<file path="config.mk">
export PLATFORM = sky130hd
export DESIGN_NAME = platform_interrupt_controller_unit
export DESIGN_NICKNAME = d
export VERILOG_FILES = /design/src/rtl/core/plic_pkg.sv /design/src/rtl/core/plic_ram.sv /design/src/rtl/core/plic_core.sv /design/src/rtl/core/platform_interrupt_controller_unit.sv
export VERILOG_INCLUDE_DIRS = /design/src /design/src/rtl/core
export SDC_FILE = /design/constraint.sdc
export NUM_CORES = 1
export LEC_CHECK = 0
export ABC_AREA = 1
export BUFFER_PORTS_ARGS = -buffer_cell sky130_fd_sc_hd__buf_2
export CAP_MARGIN = 20
export CORE_ASPECT_RATIO = 1.4
export CORE_MARGIN = 2
export CORE_UTILIZATION = 55
export CTS_CLUSTER_DIAMETER = 80
export DETAILED_ROUTE_END_ITERATION = 8
export PLACE_DENSITY = 0.77
export SYNTH_ARGS = -nofsm -noshare
export SYNTH_HDL_FRONTEND = slang
export SYNTH_SLANG_ARGS = --single-unit
</file>
<file path="constraint.sdc">
create_clock -name clock -period 8 [get_ports clock]
set_input_delay 1.6 -clock clock [delete_from_list [all_inputs] [get_ports clock]]
set_output_delay 1.6 -clock clock [all_outputs]
set_load 0.03 [all_outputs]
</file>
<file path="src/rtl/core/platform_interrupt_controller_unit_defines.svh">
// Assertion macros used by the interrupt controller core.
`ifndef PLATFORM_INTERRUPT_CONTROLLER_UNIT_DEFINES_SVH
`define PLATFORM_INTERRUPT_CONTROLLER_UNIT_DEFINES_SVH

// Same-cycle implication, checked on every clock outside reset.
`define PLIC_ASSERT_NOW(lbl, ante, cons, msg) \
   lbl: assert property (@(posedge clock) disable iff (reset) (ante) |-> (cons)) else $error(msg);

// Next-cycle implication, checked on every clock outside reset.
`define PLIC_ASSERT_NEXT(lbl, ante, cons, msg) \
   lbl: assert property (@(posedge clock) disable iff (reset) (ante) |=> (cons)) else $error(msg);

`endif

</file>
<file path="src/rtl/core/plic_pkg.sv">
// Types and constants shared by the interrupt controller modules.
package plic_pkg;

   typedef struct packed {
      logic [1:0]  op;
      logic [23:0] word_addr;
      logic [31:0] wdata;
      logic [4:0]  source_id;
   } plic_req_type;

   typedef struct packed {
      logic [31:0] rdata;
      logic        access_fault;
      logic [3:0]  irq_lines;
   } plic_rsp_type;

   typedef struct packed {
      logic [5:0] sources_in_use;
      logic [2:0] targets_in_use;
   } plic_cfg_type;

   typedef struct packed {
      logic start;
      logic res_take;
   } plic_ctl_in_type;

   typedef struct packed {
      logic idle;
      logic res_valid;
   } plic_ctl_out_type;

   localparam logic [1:0] OP_READ  = 2'd0;
   localparam logic [1:0] OP_WRITE = 2'd1;
   localparam logic [1:0] OP_RAISE = 2'd2;

   localparam logic [1:0] PH_WAITING = 2'd0;
   localparam logic [1:0] PH_PENDING = 2'd1;
   localparam logic [1:0] PH_CLAIMED = 2'd2;

   localparam logic [23:0] PEND_BASE = 24'h000400;
   localparam logic [23:0] ENAB_BASE = 24'h000800;
   localparam logic [23:0] CTX_BASE  = 24'h080000;

   localparam logic [9:0] CTX_THRESHOLD = 10'd0;
   localparam logic [9:0] CTX_CLAIM     = 10'd1;

   localparam logic CSR_SOURCES = 1'b0;
   localparam logic CSR_TARGETS = 1'b1;

   typedef enum logic [3:0] {
      ST_CLEAR, ST_IDLE, ST_DECODE, ST_ACCESS, ST_SCAN, ST_CLAIM_WB,
      ST_IRQ_START, ST_IRQ_TGT, ST_IRQ_THR, ST_DONE
   } plic_state_type;

   typedef enum logic [2:0] {
      K_NONE, K_PRIO, K_PEND, K_ENAB, K_THR, K_CLAIM, K_COMPLETE, K_RAISE
   } plic_kind_type;

   typedef enum logic [1:0] {
      SM_PEND, SM_CLAIM, SM_IRQ
   } plic_scan_type;

endpackage

</file>
<file path="src/rtl/core/plic_ram.sv">
// Simple dual-port synchronous RAM, one write and one registered read port.
module plic_ram #(
   parameter int WIDTH = 8,
   parameter int DEPTH = 32
) (
   input  logic                                   clock,
   input  logic                                   we,
   input  logic [(DEPTH > 1 ? $clog2(DEPTH) : 1)-1:0] waddr,
   input  logic [WIDTH-1:0]                       wdata,
   input  logic                                   re,
   input  logic [(DEPTH > 1 ? $clog2(DEPTH) : 1)-1:0] raddr,
   output logic [WIDTH-1:0]                       rdata
);

   logic [WIDTH-1:0] mem [DEPTH];

   always_ff @(posedge clock) begin
      if (we) begin
         mem[waddr] <= wdata;
      end
   end

   always_ff @(posedge clock) begin
      if (re) begin
         rdata <= mem[raddr];
      end
   end

endmodule

</file>
<file path="src/rtl/core/plic_core.sv">
// Sequencer: decodes a word, updates the source and target memories, scans for irq.
module plic_core import plic_pkg::*; #(
   parameter int NUM_SOURCES   = 32,
   parameter int NUM_TARGETS   = 4,
   parameter int PRIORITY_BITS = 3,
   parameter int TALLY_BITS    = 8
) (
   input  logic             clock,
   input  logic             reset,
   input  plic_ctl_in_type  ctl_in,
   input  plic_req_type     req,
   input  plic_cfg_type     cfg,
   output plic_ctl_out_type ctl_out,
   output plic_rsp_type     rsp
);

`include "platform_interrupt_controller_unit_defines.svh"

   localparam int SW    = $clog2(NUM_SOURCES);
   localparam int CW    = SW + 1;
   localparam int EW    = (NUM_SOURCES + 31) / 32;
   localparam int ROWS  = NUM_TARGETS * EW;
   localparam int RB    = (ROWS > 1) ? $clog2(ROWS) : 1;
   localparam int PB    = PRIORITY_BITS;
   localparam int TLB   = TALLY_BITS;
   localparam int SEW   = PB + TLB + 2;
   localparam int TEW   = PB + 32;
   localparam int CLR_N = (NUM_SOURCES > ROWS) ? NUM_SOURCES : ROWS;
   localparam int CLRB  = $clog2(CLR_N);
   localparam logic [TLB-1:0] TALLY_MAX = {TLB{1'b1}};

   plic_state_type   state_ff, state_in;
   plic_kind_type    kind_ff, kind_in;
   plic_scan_type    mode_ff, mode_in;
   plic_req_type     req_ff, req_in;
   logic             fault_ff, fault_in;
   logic [31:0]      rdata_ff, rdata_in;
   logic [3:0]       lines_ff, lines_in;
   logic [SW-1:0]    src_ff, src_in;
   logic [RB-1:0]    row_ff, row_in;
   logic [CW-1:0]    s_ff, s_in;
   logic [CW-1:0]    end_ff, end_in;
   logic             vld_ff, vld_in;
   logic [CW-1:0]    idx_ff, idx_in;
   logic [CW-1:0]    best_ff, best_in;
   logic [PB-1:0]    bp_ff, bp_in;
   logic [RB-1:0]    base_ff, base_in;
   logic [2:0]       irq_t_ff, irq_t_in;
   logic [CLRB-1:0]  clr_ff, clr_in;

   logic             src_we, src_re, tgt_we, tgt_re;
   logic [SW-1:0]    src_wa, src_ra;
   logic [RB-1:0]    tgt_wa, tgt_ra;
   logic [SEW-1:0]   src_wd, src_rd;
   logic [TEW-1:0]   tgt_wd, tgt_rd;

   logic [CW-1:0]    ls_eff;
   logic [2:0]       lt_eff, irq_cnt;
   plic_kind_type    dec_kind;
   logic             dec_fault;
   logic [SW-1:0]    dec_src;
   logic [RB-1:0]    dec_row;
   logic [CW-1:0]    dec_pstart, dec_pend;
   logic [23:0]      ctx_off, en_off;
   logic [9:0]       pend_w;
   logic [31:0]      pend_top;
   logic             wr;
   logic             scan_done;

   logic [PB-1:0]    s_prio;
   logic [TLB-1:0]   s_tally;
   logic [1:0]       s_phase;
   logic [PB-1:0]    t_thr;
   logic [31:0]      t_en;

   function automatic logic word_ok(input logic [9:0] w, input logic [CW-1:0] lsv);
      return (32'(w) < 32'(EW)) && (32'({w, 5'b0}) < 32'(lsv));
   endfunction

   plic_ram #(.WIDTH(SEW), .DEPTH(NUM_SOURCES)) u_src_ram (
      .clock(clock), .we(src_we), .waddr(src_wa), .wdata(src_wd),
      .re(src_re), .raddr(src_ra), .rdata(src_rd)
   );

   plic_ram #(.WIDTH(TEW), .DEPTH(ROWS)) u_tgt_ram (
      .clock(clock), .we(tgt_we), .waddr(tgt_wa), .wdata(tgt_wd),
      .re(tgt_re), .raddr(tgt_ra), .rdata(tgt_rd)
   );

   assign s_prio    = src_rd[SEW-1 -: PB];
   assign s_tally   = src_rd[2 +: TLB];
   assign s_phase   = src_rd[1:0];
   assign t_thr     = tgt_rd[TEW-1 -: PB];
   assign t_en      = tgt_rd[31:0];
   assign wr        = (req_ff.op == OP_WRITE);
   assign scan_done = (s_ff >= end_ff) && !vld_ff;

   // live counts clamp the registers to what was built
   always_comb begin
      ls_eff  = (32'(cfg.sources_in_use) > 32'(NUM_SOURCES)) ? CW'(NUM_SOURCES)
                                                             : CW'(cfg.sources_in_use);
      lt_eff  = (32'(cfg.targets_in_use) > 32'(NUM_TARGETS)) ? 3'(NUM_TARGETS)
                                                             : cfg.targets_in_use;
      irq_cnt = (lt_eff > 3'd4) ? 3'd4 : lt_eff;
   end

   // address decode of the latched word
   always_comb begin
      ctx_off    = req_ff.word_addr - CTX_BASE;
      en_off     = req_ff.word_addr - ENAB_BASE;
      pend_w     = 10'(req_ff.word_addr - PEND_BASE);
      pend_top   = 32'({pend_w, 5'b0}) + 32'd32;
      dec_kind   = K_NONE;
      dec_fault  = 1'b0;
      dec_src    = '0;
      dec_row    = '0;
      dec_pstart = CW'({pend_w, 5'b0});
      dec_pend   = (pend_top > 32'(NUM_SOURCES)) ? CW'(NUM_SOURCES) : CW'(pend_top);
      if (req_ff.op == OP_RAISE) begin
         if (req_ff.source_id == 5'd0 || 32'(req_ff.source_id) >= 32'(ls_eff)) begin
            dec_fault = 1'b1;
         end else begin
            dec_kind = K_RAISE;
            dec_src  = SW'(req_ff.source_id);
         end
      end else if (req_ff.op == OP_READ || req_ff.op == OP_WRITE) begin
         if (req_ff.word_addr >= CTX_BASE) begin
            if (32'(ctx_off[23:10]) >= 32'(lt_eff)) begin
               dec_fault = 1'b1;
            end else begin
               dec_row = RB'(ctx_off[23:10]) * RB'(EW);
               if (ctx_off[9:0] == CTX_THRESHOLD) begin
                  dec_kind = K_THR;
               end else if (ctx_off[9:0] == CTX_CLAIM) begin
                  if (!wr) begin
                     dec_kind = K_CLAIM;
                  end else if (req_ff.wdata != 32'd0 &&
                               req_ff.wdata < 32'(ls_eff)) begin
                     dec_kind = K_COMPLETE;
                     dec_src  = SW'(req_ff.wdata);
                  end
               end
            end
         end else if (req_ff.word_addr >= ENAB_BASE) begin
            if (32'(en_off[23:5]) >= 32'(lt_eff) ||
                !word_ok({5'b0, en_off[4:0]}, ls_eff)) begin
               dec_fault = 1'b1;
            end else begin
               dec_kind = K_ENAB;
               dec_row  = RB'(en_off[23:5]) * RB'(EW) + RB'(en_off[4:0]);
            end
         end else if (req_ff.word_addr >= PEND_BASE) begin
            if (!word_ok(pend_w, ls_eff)) begin
               dec_fault = 1'b1;
            end else if (!wr) begin
               dec_kind = K_PEND;
            end
         end else begin
            if (32'(req_ff.word_addr[9:0]) >= 32'(ls_eff)) begin
               dec_fault = 1'b1;
            end else begin
               dec_kind = K_PRIO;
               dec_src  = SW'(req_ff.word_addr[9:0]);
            end
         end
      end
   end

   // next state
   always_comb begin
      state_in = state_ff;
      case (state_ff)
         ST_CLEAR: begin
            if (clr_ff == CLRB'(CLR_N - 1)) state_in = ST_IDLE;
         end
         ST_IDLE: begin
            if (ctl_in.start) state_in = ST_DECODE;
         end
         ST_DECODE: begin
            if (dec_kind inside {K_PRIO, K_RAISE, K_COMPLETE, K_ENAB, K_THR}) begin
               state_in = ST_ACCESS;
            end else if (dec_kind inside {K_CLAIM, K_PEND}) begin
               state_in = ST_SCAN;
            end else begin
               state_in = ST_IRQ_START;
            end
         end
         ST_ACCESS: state_in = ST_IRQ_START;
         ST_SCAN: begin
            if (scan_done) begin
               case (mode_ff)
                  SM_CLAIM: state_in = (best_ff != '0) ? ST_CLAIM_WB : ST_IRQ_START;
                  SM_IRQ:   state_in = ST_IRQ_TGT;
                  default:  state_in = ST_IRQ_START;
               endcase
            end
         end
         ST_CLAIM_WB:  state_in = ST_IRQ_START;
         ST_IRQ_START: state_in = ST_IRQ_TGT;
         ST_IRQ_TGT:   state_in = (irq_t_ff < irq_cnt) ? ST_IRQ_THR : ST_DONE;
         ST_IRQ_THR:   state_in = ST_SCAN;
         ST_DONE: begin
            if (ctl_in.res_take) state_in = ST_IDLE;
         end
         default: state_in = ST_IDLE;
      endcase
   end

   // datapath and memory controls
   always_comb begin
      kind_in  = kind_ff;
      mode_in  = mode_ff;
      req_in   = req_ff;
      fault_in = fault_ff;
      rdata_in = rdata_ff;
      lines_in = lines_ff;
      src_in   = src_ff;
      row_in   = row_ff;
      s_in     = s_ff;
      end_in   = end_ff;
      vld_in   = 1'b0;
      idx_in   = idx_ff;
      best_in  = best_ff;
      bp_in    = bp_ff;
      base_in  = base_ff;
      irq_t_in = irq_t_ff;
      clr_in   = clr_ff;
      src_we   = 1'b0;
      src_wa   = src_ff;
      src_wd   = src_rd;
      src_re   = 1'b0;
      src_ra   = src_ff;
      tgt_we   = 1'b0;
      tgt_wa   = row_ff;
      tgt_wd   = tgt_rd;
      tgt_re   = 1'b0;
      tgt_ra   = row_ff;
      ctl_out.idle      = 1'b0;
      ctl_out.res_valid = 1'b0;
      case (state_ff)
         ST_CLEAR: begin
            src_we = (32'(clr_ff) < 32'(NUM_SOURCES));
            src_wa = SW'(clr_ff);
            src_wd = {PB'(0), TLB'(0), PH_WAITING};
            tgt_we = (32'(clr_ff) < 32'(ROWS));
            tgt_wa = RB'(clr_ff);
            tgt_wd = '0;
            clr_in = clr_ff + CLRB'(1);
         end
         ST_IDLE: begin
            ctl_out.idle = 1'b1;
            if (ctl_in.start) req_in = req;
         end
         ST_DECODE: begin
            kind_in  = dec_kind;
            fault_in = dec_fault;
            rdata_in = '0;
            src_in   = dec_src;
            row_in   = dec_row;
            src_re   = (dec_kind inside {K_PRIO, K_RAISE, K_COMPLETE});
            src_ra   = dec_src;
            tgt_re   = (dec_kind inside {K_ENAB, K_THR});
            tgt_ra   = dec_row;
            best_in  = '0;
            bp_in    = '0;
            base_in  = dec_row;
            if (dec_kind == K_CLAIM) begin
               mode_in = SM_CLAIM;
               s_in    = CW'(1);
               end_in  = ls_eff;
            end else begin
               mode_in = SM_PEND;
               s_in    = dec_pstart;
               end_in  = dec_pend;
            end
         end
         ST_ACCESS: begin
            case (kind_ff)
               K_PRIO: begin
                  if (wr) begin
                     src_we = 1'b1;
                     src_wd = {req_ff.wdata[PB-1:0], s_tally, s_phase};
                  end else begin
                     rdata_in = 32'(s_prio);
                  end
               end
               K_RAISE: begin
                  src_we = 1'b1;
                  src_wd = {s_prio, (s_tally == TALLY_MAX) ? s_tally : s_tally + TLB'(1),
                            (s_phase == PH_WAITING) ? PH_PENDING : s_phase};
               end
               K_COMPLETE: begin
                  src_we = (s_phase == PH_CLAIMED);
                  src_wd = {s_prio, s_tally,
                            (s_tally != '0) ? PH_PENDING : PH_WAITING};
               end
               K_ENAB: begin
                  if (wr) begin
                     tgt_we = 1'b1;
                     tgt_wd = {t_thr, req_ff.wdata};
                  end else begin
                     rdata_in = t_en;
                  end
               end
               K_THR: begin
                  if (wr) begin
                     tgt_we = 1'b1;
                     tgt_wd = {req_ff.wdata[PB-1:0], t_en};
                  end else begin
                     rdata_in = 32'(t_thr);
                  end
               end
               default: ;
            endcase
         end
         ST_SCAN: begin
            // evaluate the entry read last cycle
            if (vld_ff) begin
               if (mode_ff == SM_PEND) begin
                  if (s_tally != '0) rdata_in[5'(idx_ff)] = 1'b1;
               end else if (s_phase == PH_PENDING && t_en[5'(idx_ff)] &&
                            s_prio > bp_ff) begin
                  bp_in   = s_prio;
                  best_in = idx_ff;
               end
            end
            // issue the next entry
            if (s_ff < end_ff) begin
               src_re = 1'b1;
               src_ra = SW'(s_ff);
               tgt_re = 1'b1;
               tgt_ra = base_ff + RB'(s_ff >> 5);
               vld_in = 1'b1;
               idx_in = s_ff;
               s_in   = s_ff + CW'(1);
            end
            if (scan_done) begin
               if (mode_ff == SM_CLAIM) begin
                  src_re = (best_ff != '0);
                  src_ra = SW'(best_ff);
               end else if (mode_ff == SM_IRQ) begin
                  lines_in[irq_t_ff[1:0]] = (best_ff != '0);
                  irq_t_in = irq_t_ff + 3'd1;
               end
            end
         end
         ST_CLAIM_WB: begin
            src_we   = 1'b1;
            src_wa   = SW'(best_ff);
            src_wd   = {s_prio, (s_tally != '0) ? s_tally - TLB'(1) : s_tally, PH_CLAIMED};
            rdata_in = 32'(best_ff);
         end
         ST_IRQ_START: begin
            irq_t_in = 3'd0;
            lines_in = 4'd0;
         end
         ST_IRQ_TGT: begin
            tgt_re = (irq_t_ff < irq_cnt);
            tgt_ra = RB'(irq_t_ff) * RB'(EW);
         end
         ST_IRQ_THR: begin
            mode_in = SM_IRQ;
            bp_in   = t_thr;
            best_in = '0;
            s_in    = CW'(1);
            end_in  = ls_eff;
            base_in = RB'(irq_t_ff) * RB'(EW);
         end
         ST_DONE: begin
            ctl_out.res_valid = 1'b1;
         end
         default: ;
      endcase
   end

   assign rsp.rdata        = rdata_ff;
   assign rsp.access_fault = fault_ff;
   assign rsp.irq_lines    = lines_ff;

   always_ff @(posedge clock) begin
      if (reset) begin
         state_ff <= ST_CLEAR;
         clr_ff   <= '0;
         vld_ff   <= 1'b0;
      end else begin
         state_ff <= state_in;
         clr_ff   <= clr_in;
         vld_ff   <= vld_in;
      end
   end

   always_ff @(posedge clock) begin
      kind_ff  <= kind_in;
      mode_ff  <= mode_in;
      req_ff   <= req_in;
      fault_ff <= fault_in;
      rdata_ff <= rdata_in;
      lines_ff <= lines_in;
      src_ff   <= src_in;
      row_ff   <= row_in;
      s_ff     <= s_in;
      end_ff   <= end_in;
      idx_ff   <= idx_in;
      best_ff  <= best_in;
      bp_ff    <= bp_in;
      base_ff  <= base_in;
      irq_t_ff <= irq_t_in;
   end

   `PLIC_ASSERT_NEXT(a_result_holds, ctl_out.res_valid && !ctl_in.res_take, ctl_out.res_valid && $stable(rsp), "result changed while waiting")
   `PLIC_ASSERT_NOW(a_src_port_clash, src_we && src_re, src_wa != src_ra, "source memory read and write collide")
   `PLIC_ASSERT_NOW(a_claim_has_source, state_ff == ST_CLAIM_WB, best_ff != '0, "claim write-back without a source")
   `PLIC_ASSERT_NOW(a_start_when_idle, ctl_in.start, state_ff == ST_IDLE, "item started while busy")

endmodule

</file>
<file path="src/rtl/core/platform_interrupt_controller_unit.sv">
// Interrupt controller top level: word handshakes, configuration registers, core.
//
// After reset the block clears its source and target memories, one entry per cycle,
// max(NUM_SOURCES, NUM_TARGETS * ceil(NUM_SOURCES / 32)) entries in all, and takes no word
// meanwhile. It then serves one word at a time: it decodes the word, accesses the
// addressed entry, then, for each of the first four live targets, scans the live sources
// to rebuild the irq lines; a claim read replaces the access with one more scan of the
// live sources and a write-back, a pending read with a scan of up to 32 entries.
// The scans are paced by the single read port of each memory, read once per source.
// A finished result sits in an output register, so the next word is taken while it waits.
module platform_interrupt_controller_unit import plic_pkg::*; #(
   parameter int NUM_SOURCES   = 32,
   parameter int NUM_TARGETS   = 4,
   parameter int PRIORITY_BITS = 3,
   parameter int TALLY_BITS    = 8
) (
   input  logic         clock,
   input  logic         reset,
   input  logic         req_valid,
   output logic         req_ready,
   input  plic_req_type req_data,
   output logic         rsp_valid,
   input  logic         rsp_ready,
   output plic_rsp_type rsp_data,
   input  logic         psel,
   input  logic         penable,
   input  logic         pwrite,
   input  logic [2:0]   paddr,
   input  logic [31:0]  pwdata,
   output logic [31:0]  prdata,
   output logic         pready
);

   logic [5:0]       sources_ff, sources_in;
   logic [2:0]       targets_ff, targets_in;
   logic             rsp_valid_ff, rsp_valid_in;
   plic_rsp_type     rsp_ff, rsp_in;
   plic_ctl_in_type  ctl_in;
   plic_ctl_out_type ctl_out;
   plic_cfg_type     cfg;
   plic_rsp_type     core_rsp;
   logic             cfg_write;

   assign pready    = 1'b1;
   assign cfg_write = psel && penable && pwrite;
   assign prdata    = (paddr[2] == CSR_TARGETS) ? {29'd0, targets_ff} : {26'd0, sources_ff};

   assign cfg.sources_in_use = sources_ff;
   assign cfg.targets_in_use = targets_ff;

   assign req_ready       = ctl_out.idle;
   assign ctl_in.start    = req_valid && ctl_out.idle;
   assign ctl_in.res_take = ctl_out.res_valid && (!rsp_valid_ff || rsp_ready);

   always_comb begin
      sources_in   = sources_ff;
      targets_in   = targets_ff;
      rsp_valid_in = rsp_valid_ff;
      rsp_in       = rsp_ff;
      if (cfg_write) begin
         if (paddr[2] == CSR_SOURCES) sources_in = pwdata[5:0];
         else                         targets_in = pwdata[2:0];
      end
      // drop the word once taken, load the next finished one
      if (rsp_valid_ff && rsp_ready) rsp_valid_in = 1'b0;
      if (ctl_in.res_take) begin
         rsp_valid_in = 1'b1;
         rsp_in       = core_rsp;
      end
   end

   always_ff @(posedge clock) begin
      if (reset) begin
         sources_ff   <= 6'd32;
         targets_ff   <= 3'd4;
         rsp_valid_ff <= 1'b0;
      end else begin
         sources_ff   <= sources_in;
         targets_ff   <= targets_in;
         rsp_valid_ff <= rsp_valid_in;
      end
   end

   always_ff @(posedge clock) begin
      rsp_ff <= rsp_in;
   end

   assign rsp_valid = rsp_valid_ff;
   assign rsp_data  = rsp_ff;

   plic_core #(
      .NUM_SOURCES(NUM_SOURCES), .NUM_TARGETS(NUM_TARGETS),
      .PRIORITY_BITS(PRIORITY_BITS), .TALLY_BITS(TALLY_BITS)
   ) u_core (
      .clock(clock), .reset(reset), .ctl_in(ctl_in), .req(req_data), .cfg(cfg),
      .ctl_out(ctl_out), .rsp(core_rsp)
   );

endmodule

</file>
* Yosys cells after proc, flatten, opt, wreduce, memory -nomap -nowiden
Memory sizes are Yosys's and may differ from the RTL's. A register that Yosys moved wholly into a read port is not among the register bits.
Index checks and enable logic that the tools add are counted.
** Cells by class
- $add $sub $neg :: 11
- $lt $le $gt $ge :: 25
- Equal/unequal tests :: 46
- Multiplexer cells :: 134
- Bitwise logic cells :: 3
- Reduce and logical (&&, ||, !) cells :: 54
** Operators with widths (number)
- 32-bit 2-to-1 mux :: 7
- 35-bit case mux with 2 select lines :: 2
- 32-bit case mux with 4 select lines :: 1
- 32-bit case mux with 3 select lines :: 1
- 13-bit case mux with 3 select lines :: 2
- 5-bit 2-to-1 mux :: 15
- 3-bit 2-to-1 mux :: 20
- 6-bit 2-to-1 mux :: 9
- 4-bit case mux with 9 select lines :: 1
- 35-bit 2-to-1 mux :: 1
- 32-bit by 6-bit greater-than comparator with 1-bit output (second input constant) :: 1
- 32-bit by 6-bit < comparator with 1-bit output :: 1
- 4-bit 2-to-1 mux :: 8
- 32-bit OR :: 1
- 32-bit nonzero test :: 1
- 1-bit 2-to-1 mux :: 30
- 2-bit 2-to-1 mux :: 13
- 24-bit by 11-bit >= comparator with 1-bit output (second input constant) :: 1
- 24-bit by 12-bit >= comparator with 1-bit output (second input constant) :: 1
- 24-bit by 20-bit >= comparator with 1-bit output (second input constant) :: 1
- 6-bit case mux with 2 select lines :: 2
- 24-bit by 12-bit subtractor with 24-bit output (second input constant) :: 1
- 24-bit by 20-bit subtractor with 24-bit output (second input constant) :: 1
- 3-bit == test (second input constant) :: 7
- 76 further kinds :: 145
** Storage, ports and cells
- Register bits :: 201
- Bits in writable memories :: 556
- Word-level logic and storage cells :: 302
- Memories kept :: 2
** Memories
- u_core.u_src_ram.mem :: depth 32, width 13, rd ports 1, clocked after memory_dff 1, wr ports 1, line plic_ram.sv:15 : logic [WIDTH-1:0] mem [DEPTH];
- u_core.u_tgt_ram.mem :: depth 4, width 35, rd ports 1, clocked after memory_dff 1, wr ports 1, line plic_ram.sv:15

* Depth between registers and ports, before layout
- Word-level depth :: 17
- Mapped depth :: 27

* Cells and area by module
Synthesis repeated with hierarchy kept, for this count alone.
** Unflattened totals
- Cells, all modules :: 3422
- Area, all modules :: 36251.0 µm²
** Modules (own cells, without submodules)
- plic_ram at u_core.u_src_ram :: times used 1, cells an instance 1466, area an instance 17270.3 µm², sequential area each 12882.4 µm²
- plic_core :: times used 1, cells an instance 1219, area an instance 10117.2 µm², sequential area each 4524.3 µm²
- plic_ram at u_core.u_tgt_ram :: times used 1, cells an instance 591, area an instance 7014.2 µm², sequential area each 5255.0 µm²
- platform_interrupt_controller_unit :: times used 1, cells an instance 146, area an instance 1849.3 µm², sequential area each 1311.3 µm²

* Worst setup path after synthesis
No wires, ideal clock.
- Kind :: register to register
- From :: register u_core.req_ff[62] (netlist bit)
- To :: register u_core.rdata_ff[0] (enable)
- Library setup time :: 0.594 ns
- Arrival :: 6.254 ns
- Required time :: 7.406 ns
- Path slack :: 1.152 ns
- Cell stages (with the launch flop) :: 7
- Path buffers :: 0
- Period minus slack after synthesis :: 6.848 ns
- Path through :: edfxtp_1 -> clkinv_1 -> nand2_1 -> nor2_1 -> nand2_1 -> nand2_1 -> a2111oi_0
** On the way
- Word-level cells in the longest chain between the ends :: 3
- Elaborated cells between the ends (all ways) :: 5
- Classes of those cells :: eq/ne: 4; reduce/logical: 1
** RTL lines
- start: declaration :: line plic_core.sv:35 : plic_req_type req_ff, req_in;
- start signal: assignment :: line plic_core.sv:395 : req_ff <= req_in;
- 2-bit by 1-bit == test with 1-bit output * :: line plic_core.sv:95 : assign wr = (req_ff.op == OP_WRITE);
- 3-bit inequality test (no line)
- 8-bit AND reduction (no line) *
- end signal: assignment :: line plic_core.sv:397 : rdata_ff <= rdata_in;
- end: declaration :: line plic_core.sv:37 : logic [31:0] rdata_ff, rdata_in;
Every way passes the cells marked *; elsewhere a longest branch is shown, timed or not.
A chain may end at the register's enable or synchronous reset.

* Final worst setup path
- From :: register u_core.s_ff[4]
- To :: register u_core.u_src_ram.rdata[6] (read register of u_core.u_src_ram.mem) (data pin)
** On the way
- Word-level cells in the longest chain between the ends :: 5
- Elaborated cells between the ends (all ways) :: 11
- Classes of those cells :: order compare: 2; mux: 8; reduce/logical: 1
** RTL lines
- start: declaration :: line plic_core.sv:41 : logic [CW-1:0] s_ff, s_in;
- start signal: assignment :: line plic_core.sv:401 : s_ff <= s_in;
- 6-bit < comparator :: line plic_core.sv:328 : if (s_ff < end_ff) begin
- 5-bit 2-to-1 mux or 1-bit 2-to-1 mux (tied branches) :: line plic_core.sv:328
- 5-bit 2-to-1 mux or 1-bit 2-to-1 mux (tied branches) :: line plic_core.sv:338 : if (mode_ff == SM_CLAIM) begin
- 5-bit 2-to-1 mux or 1-bit 2-to-1 mux (tied branches) :: line plic_core.sv:337 : if (scan_done) begin
- 5-bit case mux with 2 select lines or 1-bit case mux with 2 select lines (tied branches) :: line plic_core.sv:240 : case (state_ff)
- end: declaration :: line plic_ram.sv:12 : output logic [WIDTH-1:0] rdata
Several ways; a longest one is shown, not always the timed one.

==> flow_metrics.env <==
export IMPL_slowest_delay_ns=0.87
export IMPL_synthArstFlopShare=0
export IMPL_ant_nets=0
export IMPL_io_pins=177
export IMPL_clkSinkCount=805
export IMPL_critPathKind="reg2reg"
export IMPL_hold_violations=0
export IMPL_switching_share=0.279
export IMPL_clockBufferDepth=3
export IMPL_cts_resized=0
export IMPL_path_common_cell="nand2_1"
export IMPL_worstPathRequired_ns=8.39
export IMPL_crit_arrival_ns=5.77
export IMPL_synthTopCellsByArea="edfxtp_1 (63%), nand3_1 (7.5%), nand2_1 (6.6%), inv_1 (4.9%), nor2_1 (1.9%)"
export IMPL_clk_latency_ns=0.64
export IMPL_ys_seq_area_frac=0.642
export IMPL_antenna_found_initial=0
export IMPL_syn_area_mm2=0.0373
export IMPL_ctsHoldBuffers=0
export IMPL_cts_root_buf="clkbuf_16"
export IMPL_r2r_end="u_core.u_src_ram.rdata[6]$_DFFE_PP_"
export IMPL_start_kind="flop"
export IMPL_routabilityCongestion=0.929
export IMPL_io_buffer_count=121
export IMPL_grt_remaining_overflow=0
export IMPL_area_delta_synth_final_pct=10.3
export IMPL_design_power_total_mw=10.7
export IMPL_ys_types=60
export IMPL_drt_iter0_markers=3197
export IMPL_htreeDepth=3
export IMPL_cts_tree="built"
export IMPL_diodes=0
export IMPL_critPathSlowestCell="nand2_8"
export IMPL_synth_edf_count=785
export IMPL_grt_pass1_wl_mm=146
export IMPL_wirelength_met1_mm=34.8
export IMPL_power_per_cell_area_mw_per_mm2=259
export IMPL_die_h_um=312
export IMPL_path_cells="ha_1, nand2_1, o21bai_1, nand2_1, nor2_1, nand2_1, nand2_1, inv_1, nand2_1, nand2_1, nand3_1, nand2_1, inv_2, nand2_8, nand2_8, buf_4, nand2_1, nand3_1, nand3_1, nand3_1, nand2_1, nand2_1, nand2_1"
export IMPL_post_cts_buffers=0
export IMPL_core_area_mm2=0.0674
export IMPL_post_dp_hpwl_mm=60.3
export IMPL_status="finished, final reports clean"
export IMPL_grt_pass1_vias=26198
export IMPL_p_clk_frac=0.327
export IMPL_synth_area_per_cell_um2=10.7
export IMPL_dpl_cell_count=4397
export IMPL_setup_violations_final=0
export IMPL_std_cell_rows=113
export IMPL_critPathBufInv=3
export IMPL_p_leak_nw=16.6
export IMPL_hp_start="u_core.fault_ff$_DFFE_PP_"
export IMPL_synthCells=3498
export IMPL_hold_path_class="reg2reg"
export IMPL_intPower_mw=7.70
export IMPL_wirelength_mm=96.7
export IMPL_setup_ws_ns=2.62
export IMPL_final_setup_tns_ns=0
export IMPL_min_to="rsp_data[4]$_DFFE_PP_"
export IMPL_power_switching_mw=2.98
export IMPL_grt_max_degree=141
export IMPL_rsz0062_at_grt="no"
export IMPL_rrSetupSlack_ns=2.62
export IMPL_worst_pin_slew_ns=1.09
export IMPL_wl_met3_mm=7.00
export IMPL_fmax_mhz=186
export IMPL_netlist_area_leader_share=0.632
export IMPL_route_top_layer_used="met4"
export IMPL_combPwrFrac=0.151
export IMPL_endpoint_kind="flop"
export IMPL_dieArea_mm2=0.0700
export IMPL_final_cells=4540
export IMPL_holdPathStages=0
export IMPL_dr_total_vias=26732
export IMPL_skew_ns=0.0271
export IMPL_crit_fanout=140
export IMPL_place_ws_ns=2.81
export IMPL_wl_per_cell_um=21.3
export IMPL_drive_gt1_frac=0.108
export IMPL_nNetsFinal=3778
export IMPL_maxCapViolCount=0
export IMPL_start_util=0.553
export IMPL_wl_met2_mm=48.5
export IMPL_slew_headroom=0.271
export IMPL_drc=0
export IMPL_ys_flop_type="edfxtp_1"
export IMPL_grt_util_all_layers=0.273
export IMPL_r2r_cells=23
export IMPL_viasPerCell=5.89
export IMPL_synth_area_leader_cell="edfxtp_1"
export IMPL_crit_family="simple AND/OR/NAND/NOR gates"
export IMPL_fillCellCount=5249
export IMPL_cts_buffers=76
export IMPL_clk_pin_slew_ns=0.06
export IMPL_period_share=0.673
export IMPL_yosys_warnings=0
export IMPL_p_seq_frac=0.522
export IMPL_r2r_start="u_core.s_ff[4]$_DFFE_PP_"
export IMPL_min_period_ns=5.38
export IMPL_ys_seq_elements=805
export IMPL_synth_most_common_cell="edfxtp_1"
export IMPL_ir_drop_mv=0.171
export IMPL_die_w_um=224
export IMPL_drv_slew=0
export IMPL_ys_top_cells_by_count="edfxtp_1 (785), nand2_1 (652), nand3_1 (557)"
export IMPL_drt_first_pass_iters=8
-- placed cells by master (no fill, tap or decap), types with 70 or more instances in the layout --
master / n
a21oi_1: 70
clkbuf_16: 79
inv_1: 486
nor2_1: 184
nand3_1: 556
buf_4: 74
edfxtp_1: 785
o21ai_0: 99
nand2_1: 651
nand3b_1: 93
buf_2: 121
-- worst reg2reg max path, stage by stage, from the launching register on --
cell and delay [ns]:
edfxtp_1 0.52, ha_1 0.33, nand2_1 0.09, o21bai_1 0.13
nand2_1 0.09, nor2_1 0.52, nand2_1 0.11, nand2_1 0.12
inv_1 0.06, nand2_1 0.15, nand2_1 0.07, nand3_1 0.07
nand2_1 0.07, inv_2 0.11, nand2_8 0.44, nand2_8 0.96
buf_4 0.55, nand2_1 0.11, nand3_1 0.09, nand3_1 0.09
nand3_1 0.18, nand2_1 0.17, nand2_1 0.08, nand2_1 0.05
-- metal layers --
layer	global-route usage	up-vias
met5	0	-
met4	0.178	0
met3	0.0354	322
met2	0.475	1379
met1	0.318	12799
li1	-	12232
-- power by group through the flow --
stage          registers [mW]  clock network, mW  logic [mW]
2_1_floorplan            5.63                  0       0.980
3_3_place_gp             5.63                  0        1.54
3_5_place_dp             5.66                  0        1.58
4_1_cts                  5.57               3.53        1.60
5_1_grt                  5.61               3.68        1.75
6_report                 5.57               3.49        1.61
-- metrics by stage --
step                cell area (µm²)  hold WS, ns  utilization
detailed placement            38800        0.417        0.575
finish                        41200        0.432        0.610
floorplan                     37400        0.400            -
global route                  41200        0.429        0.610
CTS                           41100        0.433        0.610
global placement              38800        0.402        0.575
-- logic make-up (layout without fill, tap and decap cells) --
| family | Yosys count | after routing | synth area share |
|---|---|---|---|
| AO/OA/AOI/OAI | 362 | 362 | 0.0645 |
| other | 2 | 27 | 0.000201 |
| XOR/XNOR | 10 | 10 | 0.00235 |
| buffers and inverters | 691 | 846 | 0.0789 |
| adder cells (fa/ha/maj) | 57 | 57 | 0.0191 |
| flip-flops | 805 | 805 | 0.642 |
| AND/OR/NAND/NOR | 1571 | 1571 | 0.193 |
-- sequential cells by signal, summed over array words and instances, names as in the netlist, 4 cells and up --
| register | flops |
|---|---|
| u_core.end_ff | 6 |
| u_core.idx_ff | 6 |
| u_core.rdata_ff | 32 |
| u_core.src_ff | 5 |
| u_core.lines_ff | 4 |
| u_core.u_tgt_ram.rdata | 35 |
| u_core.u_src_ram.mem | 416 |
| u_core.u_src_ram.rdata | 13 |
| u_core.best_ff | 6 |
| sources_ff | 6 |
| u_core.u_tgt_ram.mem | 140 |
| rsp_data | 37 |
| u_core.req_ff | 63 |
| u_core.clr_ff | 5 |
| u_core.state_ff | 4 |
| u_core.s_ff | 6 |
-- worst max path at each step --
| stage | startpoint | end | slack, ns | cells past startpoint |
|---|---|---|---|---|
| floorplan | u_core.req_ff[62]$_DFFE_PP_ | u_core.rdata_ff[0]$_DFFE_PP_ | 1.15 | 6 |
| global placement | u_core.s_ff[4]$_DFFE_PP_ | u_core.u_src_ram.rdata[4]$_DFFE_PP_ | 2.84 | 24 |
| detailed placement | u_core.s_ff[3]$_DFFE_PP_ | u_core.u_src_ram.rdata[4]$_DFFE_PP_ | 2.81 | 24 |
| CTS | u_core.s_ff[3]$_DFFE_PP_ | u_core.u_src_ram.rdata[4]$_DFFE_PP_ | 2.70 | 24 |
| global route | u_core.s_ff[3]$_DFFE_PP_ | u_core.u_src_ram.rdata[4]$_DFFE_PP_ | 2.27 | 24 |
| finish | u_core.s_ff[4]$_DFFE_PP_ | u_core.u_src_ram.rdata[6]$_DFFE_PP_ | 2.62 | 23 |
-- area by class of cell --
| type | count | area (µm²) | share of cell area |
|---|---|---|---|
| Clock buffer | 90 | 2020 | 0.0490 |
| Clock inverter | 50 | 349 | 0.00848 |
| Inverter | 508 | 1910 | 0.0463 |
| Multi-Input combinational cell | 2027 | 10600 | 0.258 |
| Sequential cell | 805 | 24000 | 0.582 |
| Tap cell | 862 | 1080 | 0.0262 |
| Timing Repair Buffer | 198 | 1210 | 0.0293 |
Power figures use the tool's default switching activity.
